[config.mk]
export PLATFORM = sky130hd
export DESIGN_NAME = path_value_key_interleaver
export DESIGN_NICKNAME = d
export VERILOG_FILES = /design/src/rtl/core/pvki_pkg.sv /design/src/rtl/core/pvki_store.sv /design/src/rtl/core/pvki_div.sv /design/src/rtl/core/pvki_seq.sv /design/src/rtl/core/path_value_key_interleaver.sv
export SDC_FILE = /design/constraint.sdc
export NUM_CORES = 1
export LEC_CHECK = 0
export BUFFER_PORTS_ARGS = -buffer_cell sky130_fd_sc_hd__buf_2
export CAP_MARGIN = 20
export CORE_MARGIN = 5
export CORE_UTILIZATION = 50
export CTS_CLUSTER_DIAMETER = 100
export CTS_CLUSTER_SIZE = 14
export DETAILED_ROUTE_END_ITERATION = 10
export PLACE_DENSITY = 0.67
export SETUP_SLACK_MARGIN = 0.5
export SYNTH_ARGS = -nofsm -noshare
export SYNTH_HDL_FRONTEND = slang
export SYNTH_SLANG_ARGS = --single-unit
[constraint.sdc]
create_clock -name clk -period 6.5 [get_ports clk]
set_clock_uncertainty 0.2 [all_clocks]
set_input_delay 1.95 -clock clk [delete_from_list [all_inputs] [get_ports clk]]
set_output_delay 1.95 -clock clk [all_outputs]
set_load 0.02 [all_outputs]
[src/rtl/core/pvki_pkg.sv]
// pvki_pkg: shared types, codes and defaults for the path/value key interleaver.
// No dependencies; pvki_seq and the top level import this package.
`timescale 1ns / 1ps
`default_nettype none

package pvki_pkg;

  // Default buffer depths
  localparam int PVKI_PATH_DEPTH  = 32;
  localparam int PVKI_VALUE_DEPTH = 32;

  // Configuration port
  localparam int CFG_INDEX_W = 1;
  localparam int CFG_DATA_W  = 8;
  localparam int MODE_W      = 3;

  localparam logic [CFG_INDEX_W-1:0] CFG_MODE = 1'd0;
  localparam logic [CFG_INDEX_W-1:0] CFG_SEP  = 1'd1;

  // Interleave modes; codes 5..7 behave as path-then-value
  localparam logic [MODE_W-1:0] MODE_ZORDER      = 3'd0;
  localparam logic [MODE_W-1:0] MODE_ALTERNATE   = 3'd1;
  localparam logic [MODE_W-1:0] MODE_LABEL       = 3'd2;
  localparam logic [MODE_W-1:0] MODE_PATH_FIRST  = 3'd3;
  localparam logic [MODE_W-1:0] MODE_VALUE_FIRST = 3'd4;

  localparam logic [7:0] SEP_RESET = 8'd47;

  // Byte source tags
  localparam logic SRC_PATH  = 1'b0;
  localparam logic SRC_VALUE = 1'b1;

  typedef struct packed {
    logic [7:0]  key_byte;
    logic        byte_source;
    logic        byte_present;
    logic        key_done;
    logic [63:0] document_id;
  } key_item_t;

  typedef struct packed {
    logic [7:0]  out_byte;
    logic        out_source;
    logic        out_last;
    logic [63:0] out_document;
    logic        overflow_flag;
  } key_result_t;

  typedef struct packed {
    logic [MODE_W-1:0] mode;
    logic [7:0]        separator;
  } cfg_t;

  typedef enum logic [1:0] {
    ST_IDLE,
    ST_DIV,
    ST_PREP,
    ST_EMIT
  } seq_state_t;

endpackage

`default_nettype wire

[src/rtl/core/pvki_store.sv]
// pvki_store: byte buffer, one write port and one read port with registered data.
// Depends on nothing but its parameters.
`timescale 1ns / 1ps
`default_nettype none

module pvki_store #(
  parameter int DEPTH = 32,
  localparam int AW = (DEPTH > 1) ? $clog2(DEPTH) : 1
) (
  input  logic          clk,
  input  logic          we,
  input  logic [AW-1:0] waddr,
  input  logic [7:0]    wdata,
  input  logic [AW-1:0] raddr,
  output logic [7:0]    rdata
);

  logic [7:0] mem [DEPTH];

  // Write port
  always_ff @(posedge clk) begin
    if (we) begin
      mem[waddr] <= wdata;
    end
  end

  // Registered read port
  always_ff @(posedge clk) begin
    rdata <= mem[raddr];
  end

endmodule

`default_nettype wire

[src/rtl/core/pvki_div.sv]
// pvki_div: restoring divider, one quotient bit per cycle on a shared subtractor.
// Uses no package items; done pulses once the last quotient bit has been shifted in.
`timescale 1ns / 1ps
`default_nettype none

module pvki_div #(
  parameter int W = 6,
  localparam int CNW = $clog2(W + 1)
) (
  input  logic         clk,
  input  logic         rst,
  input  logic         start,
  input  logic [W-1:0] dividend,
  input  logic [W-1:0] divisor,
  output logic         done,
  output logic [W-1:0] quotient
);

  logic [CNW-1:0] cnt;
  logic [W-1:0]   rem;
  logic [W-1:0]   quo;
  logic [W-1:0]   dsr;
  logic [W:0]     trial;
  logic [W:0]     diff;
  logic           ge;
  logic [W-1:0]   rem_next;
  logic [W-1:0]   quo_next;

  // One trial subtraction per step
  always_comb begin
    trial    = {rem, quo[W-1]};
    diff     = trial - {1'b0, dsr};
    ge       = (trial >= {1'b0, dsr});
    rem_next = ge ? diff[W-1:0] : trial[W-1:0];
    quo_next = (quo << 1) | W'(ge);
  end

  // Control: step counter and done pulse
  always_ff @(posedge clk) begin
    if (rst) begin
      cnt  <= '0;
      done <= 1'b0;
    end else if (start) begin
      cnt  <= CNW'(W);
      done <= 1'b0;
    end else begin
      done <= (cnt == CNW'(1));
      if (cnt != '0) begin
        cnt <= cnt - CNW'(1);
      end
    end
  end

  // Datapath: remainder and dividend/quotient shift register
  always_ff @(posedge clk) begin
    if (start) begin
      rem <= '0;
      quo <= dividend;
      dsr <= divisor;
    end else if (cnt != '0) begin
      rem <= rem_next;
      quo <= quo_next;
    end
  end

  assign quotient = quo;

endmodule

`default_nettype wire

[src/rtl/core/pvki_seq.sv]
// pvki_seq: request loading, fill counts and the emission sequencer for all modes.
// Depends on pvki_pkg; drives the two byte stores and the shared divider.
`timescale 1ns / 1ps
`default_nettype none

module pvki_seq
  import pvki_pkg::*;
#(
  parameter int PATH_DEPTH  = PVKI_PATH_DEPTH,
  parameter int VALUE_DEPTH = PVKI_VALUE_DEPTH,
  localparam int PAW = (PATH_DEPTH > 1) ? $clog2(PATH_DEPTH) : 1,
  localparam int VAW = (VALUE_DEPTH > 1) ? $clog2(VALUE_DEPTH) : 1,
  localparam int PCW = $clog2(PATH_DEPTH + 1),
  localparam int VCW = $clog2(VALUE_DEPTH + 1),
  localparam int DW  = (PCW > VCW) ? PCW : VCW
) (
  input  logic            clk,
  input  logic            rst,
  input  cfg_t            cfg,
  input  logic            start,
  input  key_item_t       item,
  output logic            busy,
  output logic [7:0]      wdata,
  output logic            p_we,
  output logic [PAW-1:0]  p_waddr,
  output logic [PAW-1:0]  p_raddr,
  input  logic [7:0]      p_rdata,
  output logic            v_we,
  output logic [VAW-1:0]  v_waddr,
  output logic [VAW-1:0]  v_raddr,
  input  logic [7:0]      v_rdata,
  output logic            div_start,
  output logic [DW-1:0]   div_dividend,
  output logic [DW-1:0]   div_divisor,
  input  logic            div_done,
  input  logic [DW-1:0]   div_quotient,
  output logic            result_valid,
  output key_result_t     result
);

  seq_state_t state, state_next;

  logic [PCW-1:0] p_count, p_count_next;
  logic [VCW-1:0] v_count, v_count_next;
  logic [PCW-1:0] p_idx, p_idx_next;
  logic [VCW-1:0] v_idx, v_idx_next;
  logic [PCW-1:0] run_left, run_left_next;
  logic           overflow, overflow_next;
  logic           lbl_in, lbl_in_next;
  logic           lbl_vturn, lbl_vturn_next;
  logic [63:0]    doc, doc_next;
  logic           result_valid_next;
  key_result_t    result_next;

  logic           accept;
  logic           p_full, v_full;
  logic [PCW-1:0] p_count_load;
  logic [VCW-1:0] v_count_load;
  logic           ovf_load;
  logic           p_left, v_left;
  logic           take_value;
  logic           is_last;
  logic           end_label;
  logic [PCW-1:0] run_len;

  assign busy    = (state != ST_IDLE);
  assign wdata   = item.key_byte;
  assign p_waddr = p_count[PAW-1:0];
  assign v_waddr = v_count[VAW-1:0];
  assign run_len = div_quotient[PCW-1:0];

  // Store reads follow the next index so data lines up with each emit cycle
  assign p_raddr = p_idx_next[PAW-1:0];
  assign v_raddr = v_idx_next[VAW-1:0];

  // State register
  always_ff @(posedge clk) begin
    if (rst) begin
      state <= ST_IDLE;
    end else begin
      state <= state_next;
    end
  end

  // Next state, loading and emission
  always_comb begin
    state_next        = state;
    p_count_next      = p_count;
    v_count_next      = v_count;
    p_idx_next        = p_idx;
    v_idx_next        = v_idx;
    run_left_next     = run_left;
    overflow_next     = overflow;
    lbl_in_next       = lbl_in;
    lbl_vturn_next    = lbl_vturn;
    doc_next          = doc;
    result_valid_next = 1'b0;
    result_next       = result;
    div_start         = 1'b0;
    take_value        = 1'b0;
    is_last           = 1'b0;
    end_label         = 1'b0;

    // Loading side
    accept       = start && (state == ST_IDLE);
    p_full       = (p_count == PCW'(PATH_DEPTH));
    v_full       = (v_count == VCW'(VALUE_DEPTH));
    p_we         = accept && item.byte_present && (item.byte_source == SRC_PATH) && !p_full;
    v_we         = accept && item.byte_present && (item.byte_source == SRC_VALUE) && !v_full;
    p_count_load = p_count + PCW'(p_we);
    v_count_load = v_count + VCW'(v_we);
    ovf_load     = overflow || (accept && item.byte_present &&
                   ((item.byte_source == SRC_PATH) ? p_full : v_full));
    div_dividend = DW'(p_count_load);
    div_divisor  = DW'(v_count_load);

    p_left = (p_idx < p_count);
    v_left = (v_idx < v_count);

    case (state)
      ST_IDLE: begin
        if (accept) begin
          p_count_next  = p_count_load;
          v_count_next  = v_count_load;
          overflow_next = ovf_load;
          if (item.key_done) begin
            doc_next = item.document_id;
            if ((p_count_load == '0) && (v_count_load == '0)) begin
              // empty key: nothing to send, start over
              overflow_next = 1'b0;
            end else if ((cfg.mode == MODE_ZORDER) && (v_count_load != '0)) begin
              div_start  = 1'b1;
              state_next = ST_DIV;
            end else begin
              state_next = ST_PREP;
            end
          end
        end
      end

      ST_DIV: begin
        if (div_done) begin
          state_next = ST_EMIT;
        end
      end

      ST_PREP: begin
        state_next = ST_EMIT;
      end

      ST_EMIT: begin
        // pick the source of this byte
        case (cfg.mode)
          MODE_ZORDER: begin
            take_value = (run_left == '0) && v_left;
          end
          MODE_ALTERNATE: begin
            take_value = v_left && ((PCW'(v_idx) < p_idx) || !p_left);
          end
          MODE_LABEL: begin
            if (lbl_in) begin
              take_value = 1'b0;
            end else if (lbl_vturn && v_left) begin
              take_value = 1'b1;
            end else begin
              take_value = !p_left;
            end
          end
          MODE_VALUE_FIRST: begin
            take_value = v_left;
          end
          default: begin
            take_value = !p_left;
          end
        endcase

        if (take_value) begin
          v_idx_next = v_idx + VCW'(1);
          is_last    = (v_idx + VCW'(1) == v_count) && !p_left;
          if (cfg.mode == MODE_ZORDER) begin
            run_left_next = p_left ? run_len : '0;
          end
          if (cfg.mode == MODE_LABEL) begin
            lbl_vturn_next = 1'b0;
          end
        end else begin
          p_idx_next = p_idx + PCW'(1);
          is_last    = (p_idx + PCW'(1) == p_count) && !v_left;
          if ((cfg.mode == MODE_ZORDER) && (run_left != '0)) begin
            run_left_next = run_left - PCW'(1);
          end
          if (cfg.mode == MODE_LABEL) begin
            // first byte of a label never ends it unless the path runs out
            end_label      = (p_idx + PCW'(1) == p_count) ||
                             (lbl_in && (p_rdata == cfg.separator));
            lbl_in_next    = !end_label;
            lbl_vturn_next = end_label;
          end
        end

        result_valid_next         = 1'b1;
        result_next.out_byte      = take_value ? v_rdata : p_rdata;
        result_next.out_source    = take_value ? SRC_VALUE : SRC_PATH;
        result_next.out_last      = is_last;
        result_next.out_document  = doc;
        result_next.overflow_flag = overflow;

        if (is_last) begin
          state_next     = ST_IDLE;
          p_count_next   = '0;
          v_count_next   = '0;
          p_idx_next     = '0;
          v_idx_next     = '0;
          run_left_next  = '0;
          overflow_next  = 1'b0;
          lbl_in_next    = 1'b0;
          lbl_vturn_next = 1'b0;
        end
      end

      default: begin
        state_next = ST_IDLE;
      end
    endcase
  end

  // Control registers
  always_ff @(posedge clk) begin
    if (rst) begin
      p_count      <= '0;
      v_count      <= '0;
      p_idx        <= '0;
      v_idx        <= '0;
      run_left     <= '0;
      overflow     <= 1'b0;
      lbl_in       <= 1'b0;
      lbl_vturn    <= 1'b0;
      result_valid <= 1'b0;
    end else begin
      p_count      <= p_count_next;
      v_count      <= v_count_next;
      p_idx        <= p_idx_next;
      v_idx        <= v_idx_next;
      run_left     <= run_left_next;
      overflow     <= overflow_next;
      lbl_in       <= lbl_in_next;
      lbl_vturn    <= lbl_vturn_next;
      result_valid <= result_valid_next;
    end
  end

  // Payload registers
  always_ff @(posedge clk) begin
    doc    <= doc_next;
    result <= result_next;
  end

  // Checks
  a_last_ends_key: assert property (@(posedge clk) disable iff (rst)
    (result_valid && result.out_last) |=> !result_valid)
    else $error("result strobe after the last byte of a key");

  a_key_contiguous: assert property (@(posedge clk) disable iff (rst)
    (result_valid && !result.out_last) |=> result_valid)
    else $error("gap inside an emitted key");

  a_emit_has_byte: assert property (@(posedge clk) disable iff (rst)
    (state == ST_EMIT) |-> ((p_idx < p_count) || (v_idx < v_count)))
    else $error("emit cycle with both buffers used up");

  a_div_done_in_div: assert property (@(posedge clk) disable iff (rst)
    div_done |-> (state == ST_DIV))
    else $error("divider finished outside its wait state");

  a_idle_clean: assert property (@(posedge clk) disable iff (rst)
    (state == ST_IDLE) |-> ((p_idx == '0) && (v_idx == '0) && (run_left == '0)))
    else $error("read indices not cleared between keys");

endmodule

`default_nettype wire

[src/rtl/core/path_value_key_interleaver.sv]
// path_value_key_interleaver: top level with configuration registers.
// Depends on pvki_pkg, pvki_store, pvki_div and pvki_seq.
`timescale 1ns / 1ps
`default_nettype none

// Each request (start high while busy is low) stores its byte, if any, in the
// path or value buffer; a full buffer drops the byte and sets the overflow flag
// for the key. The request marked key_done raises busy and starts emission: a
// preparation state (z-order with a non-empty value string instead waits for the
// bit-serial divider that computes the run length), then one result per cycle
// for all P+V stored bytes, each shown for exactly one cycle with result_valid.
// The receiver cannot stall: it must take every result in the cycle it is shown.
// busy drops in the cycle that carries the last byte. An empty key emits nothing.
module path_value_key_interleaver
  import pvki_pkg::*;
#(
  parameter int PATH_DEPTH  = PVKI_PATH_DEPTH,
  parameter int VALUE_DEPTH = PVKI_VALUE_DEPTH,
  localparam int PAW = (PATH_DEPTH > 1) ? $clog2(PATH_DEPTH) : 1,
  localparam int VAW = (VALUE_DEPTH > 1) ? $clog2(VALUE_DEPTH) : 1,
  localparam int PCW = $clog2(PATH_DEPTH + 1),
  localparam int VCW = $clog2(VALUE_DEPTH + 1),
  localparam int DW  = (PCW > VCW) ? PCW : VCW
) (
  input  logic                   clk,
  input  logic                   rst,
  input  logic                   cfg_write,
  input  logic [CFG_INDEX_W-1:0] cfg_index,
  input  logic [CFG_DATA_W-1:0]  cfg_data,
  input  logic                   start,
  input  key_item_t              item,
  output logic                   busy,
  output logic                   result_valid,
  output key_result_t            result
);

  cfg_t           cfg;
  logic [7:0]     wdata;
  logic           p_we, v_we;
  logic [PAW-1:0] p_waddr, p_raddr;
  logic [VAW-1:0] v_waddr, v_raddr;
  logic [7:0]     p_rdata, v_rdata;
  logic           div_start, div_done;
  logic [DW-1:0]  div_dividend, div_divisor, div_quotient;

  // Configuration registers
  always_ff @(posedge clk) begin
    if (rst) begin
      cfg.mode      <= MODE_ZORDER;
      cfg.separator <= SEP_RESET;
    end else if (cfg_write) begin
      case (cfg_index)
        CFG_MODE: cfg.mode      <= cfg_data[MODE_W-1:0];
        CFG_SEP:  cfg.separator <= cfg_data[7:0];
        default: ;
      endcase
    end
  end

  // Byte buffers
  pvki_store #(.DEPTH(PATH_DEPTH)) u_path_store (
    .clk   (clk),
    .we    (p_we),
    .waddr (p_waddr),
    .wdata (wdata),
    .raddr (p_raddr),
    .rdata (p_rdata)
  );

  pvki_store #(.DEPTH(VALUE_DEPTH)) u_value_store (
    .clk   (clk),
    .we    (v_we),
    .waddr (v_waddr),
    .wdata (wdata),
    .raddr (v_raddr),
    .rdata (v_rdata)
  );

  // Run length divider for z-order
  pvki_div #(.W(DW)) u_div (
    .clk      (clk),
    .rst      (rst),
    .start    (div_start),
    .dividend (div_dividend),
    .divisor  (div_divisor),
    .done     (div_done),
    .quotient (div_quotient)
  );

  // Loading and emission sequencer
  pvki_seq #(
    .PATH_DEPTH  (PATH_DEPTH),
    .VALUE_DEPTH (VALUE_DEPTH)
  ) u_seq (
    .clk          (clk),
    .rst          (rst),
    .cfg          (cfg),
    .start        (start),
    .item         (item),
    .busy         (busy),
    .wdata        (wdata),
    .p_we         (p_we),
    .p_waddr      (p_waddr),
    .p_raddr      (p_raddr),
    .p_rdata      (p_rdata),
    .v_we         (v_we),
    .v_waddr      (v_waddr),
    .v_raddr      (v_raddr),
    .v_rdata      (v_rdata),
    .div_start    (div_start),
    .div_dividend (div_dividend),
    .div_divisor  (div_divisor),
    .div_done     (div_done),
    .div_quotient (div_quotient),
    .result_valid (result_valid),
    .result       (result)
  );

endmodule

`default_nettype wire
==> results.py <==
metrics = {
    "drt": {
        "wirelength_um": 74200,
        "wl_per_cell_um": 23.7,
        "vias_per_cell": 6.05,
        "first_pass_iters": 6,
        "drt_iter0_markers": 2244,
        "vias": 18900,
        "ant_nets": 0,
        "drc": 0,
    },
    "sta": {
        "hold_viol_final": 0,
        "fin_crit_sh_pct": 80.9,
        "period_minus_slack_ns": 5.26,
        "fmax_ghz": 0.190,
        "drv_slew": 0,
        "rsz0062_at_grt": "false",
        "tns_ns": 0,
        "setup_viol": 0,
        "relSlewSlack_pct": 25.3,
        "worst_slew_pin_slew_ns": 1.12,
    },
    "critical_path": {
        "crit_path_end_kind": "flop",
        "cpMostUsedCell": "buf_4",
        "slowest_stage": "dfxtp_2",
        "cpPeakStageDelay_ns": 0.64,
        "r2r_slack_ns": 1.24,
        "cp-start-kind": "flop",
        "cp_top_family": "compound AO/OA/AOI/OAI gates",
        "r2r-end": "u_value_store.rdata[0]$_DFF_P_",
        "crit_path_end": "u_value_store.rdata[0]$_DFF_P_",
        "crit_arrival_ns": 5.62,
        "worstSetupPathType": "reg -> reg",
        "critical_path_required_ns": 6.86,
        "reg2regPathDepth": 13,
        "r2r_start": "u_seq.v_idx[0]$_SDFF_PP0_",
        "path_cells": "buf_4 > nand3_1 > a211oi_1 > a211oi_1 > nor4b_1 > or4_1 > buf_4 > a2bb2oi_4 > nor2_1 > buf_4 > a221o_1 > o22ai_1 > a22o_1",
        "cp_num_cells": 13,
        "path_max_fanout": 23,
        "critPathLaunch": "u_seq.v_idx[0]$_SDFF_PP0_",
        "crit_buf_inv": 3,
    },
    "global_routing": {
        "grt.total_usage_pct": 22.5,
        "grt_pass1_wl_um": 113000,
        "grt_max_degree": 67,
        "gr-total-overflow": 0,
        "grt_pass1_vias": 18600,
        "antenna_found_initial": 2,
    },
    "placement": {
        "dp_hpwl_um": 47900,
        "portBuffers": 164,
        "gp_congestion": 0.921,
    },
    "worst_hold_path": {
        "hp-start": "u_seq.doc[16]$_DFFE_PP_",
        "hold_path_class": "reg -> reg",
    },
    "power_and_ir_drop": {
        "design_power_total_mw": 9.65,
        "p_leak_nw": 11.2,
        "vdd_drop_max_mv": 0.215,
        "pwr_density_cell_nw_per_um2": 291,
    },
    "logic_synthesis": {
        "synth_fp_nets": 2283,
        "syn_inst": 2158,
        "syn_area_um2": 29800,
        "yosysSeqAreaShare_pct": 71.7,
        "ys_ff_latch": 736,
        "ys.flop_type": "edfxtp_1",
        "synthDistinctLibCells": 72,
        "synth_area_per_cell_um2": 13.8,
        "yosys_warnings": 0,
        "synth_edf_count": 663,
        "async_reset_ff_share_pct": 0,
    },
    "flow_run": {
        "cap_violations": 0,
    },
    "die": {
        "start_util_pct": 50.5,
        "die_x_um": 254,
        "pin_count": 165,
        "dieArea_um2": 64600,
        "rows": 89,
        "core_area_um2": 59000,
        "die_h_um": 254,
    },
    "layout": {
        "layout-drive-gt1-share_pct": 13.3,
        "final_common_cell": "edfxtp_1",
        "fin_nets": 2430,
        "antenna_cells": 0,
        "final_cell_mix": "edfxtp_1 (663), nand2_1 (323), nor2_1 (168), buf_2 (164), nand3_1 (116)",
        "syn2layout_area_growth_pct": 11.3,
    },
    "clock_network": {
        "clock_latency_ns": 0.63,
        "post_cts_resized": 0,
        "tritoncts": "built",
        "numCtsBuffers": 58,
        "cts_setup_buffers": 0,
        "clockRootBuffer": "clkbuf_16",
        "h-tree-depth": 2,
        "clockBufferDepth": 3,
        "cts_num_sinks": 736,
        "cts_hold_buf": 0,
        "clk_pin_slew_ns": 0.07,
    },
    "run_status": {
        "outcome": "complete, no violations",
    },
}
## logic make-up (layout without fill, tap and decap cells)
family	after synthesis	count (layout)	synth area share [%]
flops	736	736	71.7
xor+xnor	34	34	0.999
buf+inv	162	357	2.28
simple gates	724	724	10.5
mux	117	117	4.64
fa+ha+maj	37	37	1.58
compound gates	348	348	8.23
## cell usage after synthesis (12+ instances only)
library cell  number  area share, %
a221oi_1          17           0.50
nand2_1          323            4.1
a21oi_1           97            1.6
nor2_1           168            2.1
o21ai_0           31           0.52
and3_1            25           0.52
nand2b_1          12           0.25
nor3_1            28           0.47
buf_2             39           0.66
dfxtp_1           73            4.9
edfxtp_1         663             67
xor2_1            15           0.44
a32oi_1           36            1.1
xnor2_1           19           0.56
a31oi_1           29           0.61
clkbuf_1          65           0.82
a22oi_1           30           0.76
ha_1              36            1.5
mux4_2            16            1.2
o22ai_1           23           0.48
inv_1             45           0.57
nand4_1           14           0.29
nand3_1          116            1.9
mux2i_1           91            3.1
## cell type report
type	instances	area [um2]
sequential	736	21400
timing repair buffer	202	1120
tap	773	967
clock inverter	3	45.0
inverter	47	176
fill	4601	25900
clock buffer	105	1630
multi-input combinational	1260	7840
## sequential cells by signal, summed over array words and instances, names as in the netlist
signal,count
u_seq.overflow,1
u_seq.v_count,6
u_seq.v_idx,6
u_div.cnt,3
u_value_store.mem,256
u_path_store.rdata,8
u_seq.state,2
u_div.done,1
u_value_store.rdata,8
u_seq.result_valid,1
u_seq.doc,64
u_seq.p_count,6
u_div.dsr,6
u_seq.lbl_in,1
cfg,11
u_div.quotient,6
u_seq.run_left,6
u_div.rem,6
u_path_store.mem,256
u_seq.p_idx,6
u_seq.result,75
u_seq.lbl_vturn,1
## stage by stage
stage / setup slack (ns) / utilization (%) / instances / cell area [um2] / hold slack [ns]
2_1_floorplan: 1.22 / - / 2158 / 29800 / 0.200
3_3_place_gp: 1.31 / 53.3 / 3016 / 31500 / 0.201
3_5_place_dp: 1.13 / 53.3 / 3017 / 31500 / 0.205
4_1_cts: 1.11 / 56.2 / 3125 / 33100 / 0.220
5_1_grt: 0.943 / 56.2 / 3126 / 33200 / 0.223
6_report: 1.24 / 56.2 / 3126 / 33200 / 0.217
## how the worst min path moves through the flow
stage,end,depth (start not counted)
after floorplan,u_seq.result[10]$_DFFE_PP_,0
after global placement,u_seq.result[60]$_DFFE_PP_,0
after detailed placement,u_seq.result[10]$_DFFE_PP_,0
after CTS,u_seq.result[22]$_DFFE_PP_,0
after global routing,u_seq.result[17]$_DFFE_PP_,0
final,u_seq.result[17]$_DFFE_PP_,0
## worst register-to-register path, delay by kind of cell (launching register included)
kind | cells | cell delay, ns
AOI/OAI and AO/OA | 6 | 1.96
and+or+nand+nor | 4 | 1.33
buffers and inverters | 3 | 1.06
DFF | 1 | 0.64
## power by group
part / internal (mW) / total [mW] / switching, mW / leakage (nW)
combinational: 0.330 / 0.940 / 0.610 / 3.83
sequential: 5.30 / 5.43 / 0.127 / 6.58
clock: 1.69 / 3.28 / 1.59 / 0.791
## layer usage
metal / track usage [%] / routed length [um]
met2: 35.5 / 34300
met1: 32.6 / 31000
met4: 6.24 / 2050
met3: 4.35 / 6740
met5: 0 / 34
Power figures use the tool's default switching activity.
